File: src/hdl/slse_pkg.sv
// Package for the streaming log-sum-exp block: codes, command and status types,
// and the constant functions that build the exp and log interpolation tables.
// Used by slse_dp, slse_ctrl, the top and the testbench; depends on nothing.
package slse_pkg;

    localparam int FRAC_BITS_DEF       = 16;
    localparam int SUM_INT_BITS_DEF    = 16;
    localparam int EXP_TABLE_DEPTH_DEF = 256;

    localparam int SUM_W = 48;
    localparam int TAB_W = 31;

    localparam logic [29:0] LN2_Q30   = 30'd744261118;
    localparam logic [30:0] LOG2E_Q30 = 31'd1549082005;

    localparam logic [1:0] KIND_FINITE  = 2'd0;
    localparam logic [1:0] KIND_POS_INF = 2'd1;

    localparam logic [1:0] STAT_EMPTY  = 2'd0;
    localparam logic [1:0] STAT_FINITE = 2'd1;
    localparam logic [1:0] STAT_INF    = 2'd2;

    typedef enum logic [3:0] {
        OP_NONE,
        OP_CAPTURE,
        OP_DECIDE,
        OP_EXP_T,
        OP_IDX,
        OP_TAB,
        OP_INTERP,
        OP_SCALE_HI,
        OP_SCALE_LO,
        OP_UPDATE,
        OP_NORM,
        OP_LOG_IP,
        OP_LN_MUL,
        OP_FINISH
    } dp_op_t;

    typedef struct packed {
        dp_op_t     op;
        logic       use_log;
        logic [1:0] norm_step;
    } dp_cmd_t;

    typedef struct packed {
        logic need_exp;
        logic gt;
        logic log_next;
        logic out_free;
    } dp_status_t;

    // Restoring long division, used only while the tables are elaborated.
    function automatic logic [63:0] udiv64(input logic [63:0] a, input logic [63:0] d);
        logic [63:0] q;
        logic [63:0] r;
        q = '0;
        r = '0;
        for (int b = 63; b >= 0; b--) begin
            r = {r[62:0], a[b]};
            if (r >= d) begin
                r = r - d;
                q[b] = 1'b1;
            end
        end
        return q;
    endfunction

    // Entry i of the 2^(-i/n) table in Q30, from a 25-term series of exp(-y).
    function automatic logic [TAB_W-1:0] exp_entry(input logic [63:0] i, input logic [63:0] n);
        logic [63:0]        y;
        logic [63:0]        term;
        logic signed [63:0] acc;
        y    = udiv64(i * 64'd744261118, n);
        term = 64'd1 << 30;
        acc  = 64'sd1 << 30;
        for (int k = 1; k <= 24; k++) begin
            term = udiv64((term * y) >> 30, 64'(k));
            if ((k % 2) == 1)
                acc = acc - $signed(term);
            else
                acc = acc + $signed(term);
        end
        if (acc < 0)
            acc = '0;
        return acc[TAB_W-1:0];
    endfunction

    // Entry i of the log2(1 + i/n) table in Q30, by repeated squaring.
    function automatic logic [TAB_W-1:0] log_entry(input logic [63:0] i, input logic [63:0] n);
        logic [63:0] x;
        logic [63:0] r;
        x = udiv64((n + i) << 30, n);
        r = '0;
        if (x >= (64'd1 << 31)) begin
            r = 64'd1 << 30;
        end
        else begin
            for (int b = 29; b >= 0; b--) begin
                x = (x * x) >> 30;
                if (x >= (64'd1 << 31)) begin
                    x = x >> 1;
                    r[b] = 1'b1;
                end
            end
        end
        return r[TAB_W-1:0];
    endfunction

endpackage

File: src/hdl/slse_ctrl.sv
// Controller of the streaming log-sum-exp block: steps the datapath through
// decide, exp interpolation, rescale, normalization, log and finish.
// Depends on slse_pkg.
module slse_ctrl (
    input  logic                 clk,
    input  logic                 rst_n,
    input  logic                 in_valid,
    output logic                 in_ready,
    input  slse_pkg::dp_status_t status,
    output slse_pkg::dp_cmd_t    cmd
);
    typedef enum logic [12:0] {
        S_IDLE   = 13'b0000000000001,
        S_DECIDE = 13'b0000000000010,
        S_EXPT   = 13'b0000000000100,
        S_IDX    = 13'b0000000001000,
        S_TAB    = 13'b0000000010000,
        S_INTERP = 13'b0000000100000,
        S_SCHI   = 13'b0000001000000,
        S_SCLO   = 13'b0000010000000,
        S_UPD    = 13'b0000100000000,
        S_NORM   = 13'b0001000000000,
        S_LOGIP  = 13'b0010000000000,
        S_LNMUL  = 13'b0100000000000,
        S_FIN    = 13'b1000000000000
    } state_t;

    state_t     state_reg, state_next;
    logic       log_reg, log_next;
    logic [1:0] step_reg, step_next;

    assign in_ready      = (state_reg == S_IDLE);
    assign cmd.use_log   = log_reg;
    assign cmd.norm_step = step_reg;

    always_comb
    begin
        state_next = state_reg;
        log_next   = log_reg;
        step_next  = step_reg;
        cmd.op     = slse_pkg::OP_NONE;
        unique case (state_reg)
            S_IDLE:
            begin
                if (in_valid)
                begin
                    cmd.op     = slse_pkg::OP_CAPTURE;
                    state_next = S_DECIDE;
                end
            end
            S_DECIDE:
            begin
                cmd.op    = slse_pkg::OP_DECIDE;
                log_next  = 1'b0;
                step_next = 2'd0;
                if (status.need_exp)
                    state_next = S_EXPT;
                else if (status.log_next)
                begin
                    log_next   = 1'b1;
                    state_next = S_NORM;
                end
                else
                    state_next = S_FIN;
            end
            S_EXPT:
            begin
                cmd.op     = slse_pkg::OP_EXP_T;
                state_next = S_IDX;
            end
            S_IDX:
            begin
                cmd.op     = slse_pkg::OP_IDX;
                state_next = S_TAB;
            end
            S_TAB:
            begin
                cmd.op     = slse_pkg::OP_TAB;
                state_next = S_INTERP;
            end
            S_INTERP:
            begin
                cmd.op = slse_pkg::OP_INTERP;
                if (log_reg)
                    state_next = S_LNMUL;
                else if (status.gt)
                    state_next = S_SCHI;
                else
                    state_next = S_UPD;
            end
            S_SCHI:
            begin
                cmd.op     = slse_pkg::OP_SCALE_HI;
                state_next = S_SCLO;
            end
            S_SCLO:
            begin
                cmd.op     = slse_pkg::OP_SCALE_LO;
                state_next = S_UPD;
            end
            S_UPD:
            begin
                cmd.op     = slse_pkg::OP_UPDATE;
                log_next   = 1'b1;
                step_next  = 2'd0;
                state_next = S_NORM;
            end
            S_NORM:
            begin
                cmd.op = slse_pkg::OP_NORM;
                if (step_reg == 2'd2)
                    state_next = S_LOGIP;
                else
                    step_next = step_reg + 2'd1;
            end
            S_LOGIP:
            begin
                cmd.op     = slse_pkg::OP_LOG_IP;
                state_next = S_IDX;
            end
            S_LNMUL:
            begin
                cmd.op     = slse_pkg::OP_LN_MUL;
                state_next = S_FIN;
            end
            S_FIN:
            begin
                // Holds here while the previous result still waits at the output.
                cmd.op = slse_pkg::OP_FINISH;
                if (status.out_free)
                    state_next = S_IDLE;
            end
            default:
            begin
                state_next = S_IDLE;
            end
        endcase
    end

    always_ff @(posedge clk or negedge rst_n)
    begin
        if (!rst_n)
        begin
            state_reg <= S_IDLE;
            log_reg   <= 1'b0;
            step_reg  <= 2'd0;
        end
        else
        begin
            state_reg <= state_next;
            log_reg   <= log_next;
            step_reg  <= step_next;
        end
    end

endmodule

File: config.mk
export PLATFORM = sky130hd
export DESIGN_NAME = slse_ctrl
export DESIGN_NICKNAME = d
export VERILOG_FILES = /design/src/hdl/slse_pkg.sv /design/src/hdl/slse_ctrl.sv
export SDC_FILE = /design/constraint.sdc
export NUM_CORES = 1
export LEC_CHECK = 0
export BUFFER_PORTS_ARGS = -buffer_cell sky130_fd_sc_hd__buf_2
export CAP_MARGIN = 25
export CORE_ASPECT_RATIO = 1.2
export CORE_MARGIN = 4
export CORE_UTILIZATION = 38
export DETAILED_ROUTE_END_ITERATION = 7
export PLACE_DENSITY = 0.59
export SYNTH_ARGS = -nofsm -noshare
export SYNTH_HDL_FRONTEND = slang
export SYNTH_SLANG_ARGS = --single-unit
File: constraint.sdc
create_clock -name clk -period 2.85 [get_ports clk]
set_clock_uncertainty 0.1 [all_clocks]
set_input_delay 0.57 -clock clk [delete_from_list [all_inputs] [get_ports clk]]
set_output_delay 0.57 -clock clk [all_outputs]
set_load 0.1 [all_outputs]
==> run metrics, run 1 <==
Slew @ Worst Pin 0.535 ns; antenna violations before repair 0; hold buffers post-CTS 0; maximum clock rate 354 MHz; xor and xnor fraction of the mapped netlist area 0.0650; EDFF count, synth 0; WL/cell 16.0 µm; fill cell count 258; gr usage total 0.170; Post-Syn Area 1080 µm²; clk slew on worst S/H paths about 0.10 ns; largest family of logic cells by synthesized area simple AND/OR/NAND/NOR gates; Routed WL between 2000 and 3000 µm; layout cells sized above 1 0.463; Crit Path Max Fanout 4; Area growth, synth to finish 36.0%; minimum clock period approximately 2.8 ns; simple-gate share of the synthesized area 0.370; critical path required time ~2.2 ns; DRC 0; Synth cell types 43; max FFs per register 13; Ports 15; worst path arrival time 2.16 ns; asr flop ratio synth 1.00; syn_nets between 100 and 150; Worst Hold Class input pin to async pin; Initial Util 0.410; root buffer cell clkbuf_4; largest net degree at the start of global routing 17; Chip Width 56.6 µm; Slew Limit Headroom 0.638; Worst setup EP type primary output; final period utilization 0.991; Congestion Overflow GR 0; Post-Synth Adder-Cell Area 0.0116; Reg-to-Reg Start state_reg[5]; Cells after Synth 116; Num CTS Buffers 3; CTS tree yes; nets@finish 156; DRT antenna net count 0; core area 2630 µm²; Yosys reg bits 16; Die H about 66 µm; vias in the first global route 1068; diodes inserted 0; Hold Violations, Final 0; GP Congestion between 0.8 and 0.9; Synthesis Warnings 0; Slew Limit Fails 0; Compound-Gate Fraction of Synth Area 0.0976; most frequent cells in the layout buf_4 (21), nor2_1 (14), buf_2 (10), dfrtp_1 (9), xnor2_1 (7); reg2reg end state_reg[0]; worst r2r path cells 6; Seq/Total Area, Yosys 0.373; startpoint types flip-flop; Main synth FF type dfrtp_1; Max Root-Sink Buffers 2; Skew-Pair Late Insertion Delay ~0.29 ns; DR pass1 iterations 4; reg2reg setup slack 0.85 ns; die area about 3800 µm²; first-pass GRT wire length about 4900 µm; IO buf count 14; fin util 0.558; Pleak 0.638 nW; H-tree depth 1; cell area after layout 1470 µm²; via count 1044; worst-case vdd ir drop 0.664 mV; PD cells 812 nW/µm²; RSZ-0062 raised after global routing yes; via/cell ratio 5.80; Placed Instance Area around 1300 µm²; Worst Setup Path Type flip-flop to primary output; status complete, no violations; commonest non-fill, non-tap cell in the layout buf_4; DRT iter0 DRCs around 40; # setup viols final 0; max_cap viols 0; Syn Area/Cell 9.29 µm²; Clock Sinks 16; dpl hpwl 2150 µm; mux share of post-synthesis cell area 0.00929; row cnt 20
-- power by group --
part	internal [mW]	switching, mW
combinational	0.241	0.486
clock	0.0779	0.0740
sequential	0.265	0.0454
-- per-stage QoR --
| stage | hold WS [ns] | total power [mW] | worst slack (ns) | cells | TNS, ns |
|---|---|---|---|---|---|
| after floorplan | 0.174 | 0.814 | -0.0876 | 116 | -0.0876 |
| after detailed placement | 0.379 | 0.969 | 0.169 | 162 | 0 |
| after global placement | 0.369 | 0.961 | 0.220 | 162 | 0 |
| after CTS | 0.0806 | 1.15 | 0.00793 | 175 | 0 |
| after global routing | 0.0765 | 1.26 | -0.0358 | 180 | -0.0527 |
| final | 0.0672 | 1.19 | 0.0246 | 180 | 0 |
-- repair_timing --
item	in CTS	in global routing
gates resized for setup	8	5
cloned	0	0
setup buffers	9	5
endpoints found under the setup margin	4	5
pin swaps	1	7
-- per-layer routing --
metal / routed length (µm) / vias up / global-route usage
met1: 1180 / 521 / 0.202
met3: 91 / 7 / 0.0234
met5: 0 / - / 0
met4: 63 / 0 / 0.0653
li1: - / 483 / -
met2: 1540 / 33 / 0.306
-- critical path, cell delays in order, from the launching register on --
cell      delay [ns]
dfrtp_2         0.41
or4_4           0.58
or4_4           0.56
o211ai_4        0.11
buf_12          0.20
-- cells in the mapped netlist (2+ instances only) --
cell,count,area (µm²)
xnor2_1,7,61.3
or4_4,2,22.5
nand2_1,3,11.3
nor4_4,2,42.5
dfrtp_1,15,375
a21oi_1,3,15.0
o21ai_1,2,10.0
buf_2,3,15.0
or4_1,2,15.0
nor3_1,5,25.0
nor4_2,2,25.0
nor3b_1,2,15.0
and2_1,3,18.8
o31ai_1,3,22.5
buf_4,3,22.5
or3_1,2,12.5
inv_1,7,26.3
nor2_1,15,56.3
nand4_1,6,37.5
nor4b_1,3,26.3
nand3_1,4,20.0
-- how the worst max path moves through the flow --
stage / end / cells past startpoint / startpoint / slack [ns]
after global routing: cmd[6] / 4 / state_reg[3] / -0.04
final: cmd[6] / 4 / state_reg[3] / 0.02
after CTS: cmd[3] / 7 / state_reg[7] / 0.008
after global placement: cmd[3] / 6 / state_reg[2] / 0.22
after detailed placement: cmd[5] / 5 / state_reg[2] / 0.17
after floorplan: cmd[3] / 7 / state_reg[8] / -0.09
-- area by class of cell --
| class | count | area, µm² | share of cell area |
|---|---|---|---|
| Clock buffer | 4 | 36.3 | 0.0248 |
| Multi-Input combinational cell | 85 | 661 | 0.451 |
| Timing Repair Buffer | 35 | 288 | 0.196 |
| Sequential cell | 16 | 409 | 0.279 |
| Tap cell | 33 | 41.3 | 0.0282 |
| Inverter | 7 | 30.0 | 0.0205 |
-- kinds of logic (layout without fill, tap and decap cells) --
kind of cell               after synthesis  after routing
DFF                                     16             16
adders and majority gates                1              1
muxes                                    1              1
buffers and inverters                   15             46
and+or+nand+nor                         60             60
xor gates and xnor gates                 8              8
AOI/OAI and AO/OA                       15             15
Power figures use the tool's default switching activity.
==> run 2, diff against run 1 <==
--- a/config.mk
+++ b/config.mk
@@ -7,9 +7,9 @@
 export LEC_CHECK = 0
 export BUFFER_PORTS_ARGS = -buffer_cell sky130_fd_sc_hd__buf_2
 export CAP_MARGIN = 25
-export CORE_ASPECT_RATIO = 1.2
 export CORE_MARGIN = 4
 export CORE_UTILIZATION = 38
+export CTS_BUF_LIST = sky130_fd_sc_hd__clkbuf_8
 export DETAILED_ROUTE_END_ITERATION = 7
 export PLACE_DENSITY = 0.59
 export SYNTH_ARGS = -nofsm -noshare
==> run metrics, run 2 (synthesized netlist as in run 1, its figures left out) <==
status complete, no violations; Final Non-Filler Cells 170; nets@finish 148; GP Congestion 0.835; Hold Violations, Final 0; dpl hpwl 1930 µm; hold_ws about 0.12 ns; first-pass GRT wire length 4110 µm; startpoint types flip-flop; DRT antenna net count 0; max_cap viols 0; Worst Hold Class input pin to async pin; CTS tree yes; CP Cell Sequence or4_4 -> or3_4 -> a21oi_2 -> a31o_2 -> buf_12; vias in the first global route 936; row cnt 19; DRT iter0 DRCs 30; DR pass1 iterations 4; gr usage total 0.151; DRC 0; hold buffers post-CTS 0; Routed WL 2750 µm; WL/cell 16.2 µm; Slew @ Worst Pin between 0.5 and 0.6 ns; crit path max-delay cell type or4_4; core area 2730 µm²; Slew Limit Fails 0; fill cell count 252; PD cells 849 nW/µm²; RSZ-0062 raised after global routing yes; minimum clock period 2.81 ns; commonest non-fill, non-tap cell in the layout nor2_1; Worst Setup Path Type flip-flop to primary output; Clock Sinks 16; via count 985; Initial Util 0.394; Crit Path Max Fanout 5; most frequent cells in the layout nor2_1 (14), buf_4 (12), buf_2 (10), dfrtp_1 (10), xnor2_1 (7); Max Root-Sink Buffers 2; Chip Width slightly above 60 µm; Pleak between 0.6 and 0.7 nW; placed insts 157; Worst setup EP type primary output; diodes inserted 0; Placed Instance Area 1250 µm²; layout cells sized above 1 0.417; root buffer cell clkbuf_8; max FFs per register 13; Congestion Overflow GR 0; worst path arrival time 2.14 ns; largest net degree at the start of global routing 17; Design Power 1.20 mW; final period utilization 0.987; worst-case vdd ir drop 0.612 mV; pre-CTS setup slack 0.243 ns; Area growth, synth to finish 31.6%; Die H 61.2 µm; Num CTS Buffers 3; Skew-Pair Late Insertion Delay 0.25 ns; maximum clock rate 356 MHz; Ports 15; Slew Limit Headroom 0.664; final setup margin 0.0377 ns; via/cell ratio 5.79; critical path required time 2.18 ns; # setup viols final 0; clk slew on worst S/H paths 0.07 ns; cell area after layout 1420 µm²; antenna violations before repair 0; IO buf count 14; CP max stage delay between 0.5 and 0.6 ns; H-tree depth 1; die area 3750 µm²
-- run 2: report_power, final --
group          switching (mW)  total [mW]  internal [mW]
sequential             0.0498       0.314          0.264
clock                  0.0839       0.207          0.123
combinational           0.470       0.684          0.213
-- run 2: metrics by stage --
| step | utilization | TNS [ns] |
|---|---|---|
| after floorplan | - | -0.0876 |
| after global placement | 0.457 | 0 |
| after detailed placement | 0.457 | 0 |
| after CTS | 0.489 | 0 |
| after global routing | 0.519 | -0.0222 |
| final | 0.519 | 0 |
-- run 2: repair_timing --
item	in CTS	in global routing
pin swaps	0	2
resized for setup	4	6
setup endpoints to repair	3	3
setup buffers	2	7
-- run 2: final timing paths --
| path | from | end | slack, ns | cells after the start |
|---|---|---|---|---|
| min in group clk | log_reg | state_reg[6] | 0.39 | 1 |
| max | state_reg[7] | cmd[4] | 0.04 | 5 |
| max in group asynchronous | rst_n | state_reg[0] | 2.23 | 1 |
| min reg2reg | log_reg | state_reg[6] | 0.39 | 1 |
| max reg2reg | state_reg[7] | state_reg[0] | 0.81 | 6 |
| min | rst_n | state_reg[1] | 0.12 | 1 |
-- run 2: critical path: cells and delay by family (launching register included) --
family	cells	cell delay, ns
AO/OA/AOI/OAI	2	0.28
flip-flops	1	0.44
AND/OR/NAND/NOR	2	0.99
buffers and inverters	1	0.18
-- run 2: cell type report --
type	instances	area (µm²)	area share
sequential	16	408	0.288
multi-input combinational	85	646	0.455
clock buffer	4	55.1	0.0388
timing repair buffer	27	240	0.169
tap	31	38.8	0.0274
inverter	7	30.0	0.0212
-- run 2: layer usage --
metal | routed length (µm) | GRT usage | up-vias
met1 | 1110 | 0.179 | 465
met5 | 0 | 0 | -
met2 | 1380 | 0.248 | 45
met3 | 184 | 0.0482 | 8
li1 | - | - | 467
met4 | 78 | 0.0712 | 0
==> run 3, diff against run 2 <==
--- a/config.mk
+++ b/config.mk
@@ -8,10 +8,10 @@
 export BUFFER_PORTS_ARGS = -buffer_cell sky130_fd_sc_hd__buf_2
 export CAP_MARGIN = 25
 export CORE_MARGIN = 4
-export CORE_UTILIZATION = 38
+export CORE_UTILIZATION = 50
 export CTS_BUF_LIST = sky130_fd_sc_hd__clkbuf_8
 export DETAILED_ROUTE_END_ITERATION = 7
-export PLACE_DENSITY = 0.59
+export PLACE_DENSITY = 0.73
 export SYNTH_ARGS = -nofsm -noshare
 export SYNTH_HDL_FRONTEND = slang
 export SYNTH_SLANG_ARGS = --single-unit
==> run metrics, run 3 (synthesized netlist as in run 1, its figures left out) <==
status complete, no violations; via/cell ratio roughly 5.9; antenna violations before repair 0; Congestion Overflow GR 0; final period utilization 0.989; H-tree depth 1; met3 Track Usage GR 0.0327; Hold Violations, Final 0; Placed Instance Area 1240 µm²; Max Root-Sink Buffers 2; crit path launch state_reg[4]; Chip Width 54.4 µm; met1 usage 0.271; Worst setup EP type primary output; DRC 0; worst r2r path cells 6; Worst Hold Class input pin to async pin; nets@finish ~140; GR Util met2 0.355; root buffer cell clkbuf_8; critical path required time 2.18 ns; IO buf count 14; vias in the first global route 926; Die H 54.4 µm; RSZ-0062 raised after global routing yes; commonest non-fill, non-tap cell in the layout nor2_1; dpl hpwl 1940 µm; Worst Setup Path Type flip-flop to primary output; hold_ws 0.111 ns; fin util 0.685; worst-case vdd ir drop 0.626 mV; cell area after layout 1370 µm²; layout cells sized above 1 0.393; GP Congestion 0.895; gr usage total 0.214; Design Power approximately 1.2 mW; max_cap viols 0; minimum clock period ~2.8 ns; die area 2960 µm²; # setup viols final 0; startpoint types flip-flop; Slew Limit Headroom 0.677; Crit Path Max Fanout 6; via count 959; DRT antenna net count 0; most used routing layer in global routing met2; maximum clock rate about 350 MHz; clk slew on worst S/H paths 0.07 ns; first-pass GRT wire length 4430 µm; most frequent cells in the layout nor2_1 (14), buf_2 (10), dfrtp_1 (9), buf_4 (9), xnor2_1 (7); largest net degree at the start of global routing 17; CTS tree yes; Initial Util 0.538; Routed WL 2590 µm; Num CTS Buffers 3; worst path arrival time 2.15 ns; reg2reg setup slack 0.82 ns; reg2reg end state_reg[0]; DRT iter0 DRCs 30; hold buffers post-CTS 0; Area growth, synth to finish 27.3%; Skew-Pair Late Insertion Delay around 0.26 ns; PD cells around 860 nW/µm²; core area ~2000 µm²; DR pass1 iterations 4; Ports 15; WL/cell 16.0 µm; max FFs per register 13; Slew Limit Fails 0; row cnt 16; Clock Sinks 16; Pleak 0.589 nW; diodes inserted 0; Slew @ Worst Pin 0.488 ns; Reg-to-Reg Start state_reg[4]
[run 3: worst max-delay path, stage by stage (launching register included)]
cell      delay [ns]
dfrtp_2         0.45
or4_4           0.58
or4_1           0.54
o211ai_2        0.12
buf_12          0.20
[run 3: stage by stage]
step                      setup TNS, ns  worst slack, ns  instances
after floorplan                 -0.0876          -0.0876        116
after global placement                0            0.251        152
after detailed placement              0            0.233        152
after CTS                             0          0.00540        158
after global routing            -0.0164          -0.0102        162
final                                 0           0.0314        162
[run 3: timing repair]
item / CTS / global route
pin swaps: 0 / 2
buffers inserted: 2 / 4
setup endpoints to repair: 2 / 4
resized for setup: 3 / 7
[run 3: area by class of cell]
class                   instances  area (µm²)
clock buffers                   4        55.1
fillers                       155         631
inverters                       7        30.0
multi-input cells              85         646
flip-flops and latches         16         409
well taps                      27        33.8
repair buffers                 23         198
[run 3: power by group]
part           switching [mW]  leakage, nW  total (mW)  internal [mW]
registers              0.0502        0.208       0.314          0.264
logic                   0.462        0.353       0.664          0.203
clock network          0.0823       0.0288       0.205          0.123
[run 3: worst max path at each step]
stage,to,slack (ns),depth (start not counted)
finish,cmd[6],0.03,4
global route,cmd[4],-0.01,5
CTS,cmd[4],0.005,5
detailed placement,cmd[6],0.23,4
global placement,cmd[6],0.25,4
floorplan,cmd[3],-0.09,7
[run 3: routing by layer]
layer  part of all wire  routed length [µm]
met2               0.50                1290
met5                  0                   0
met3              0.045                 116
met4              0.022                  58
met1               0.43                1120
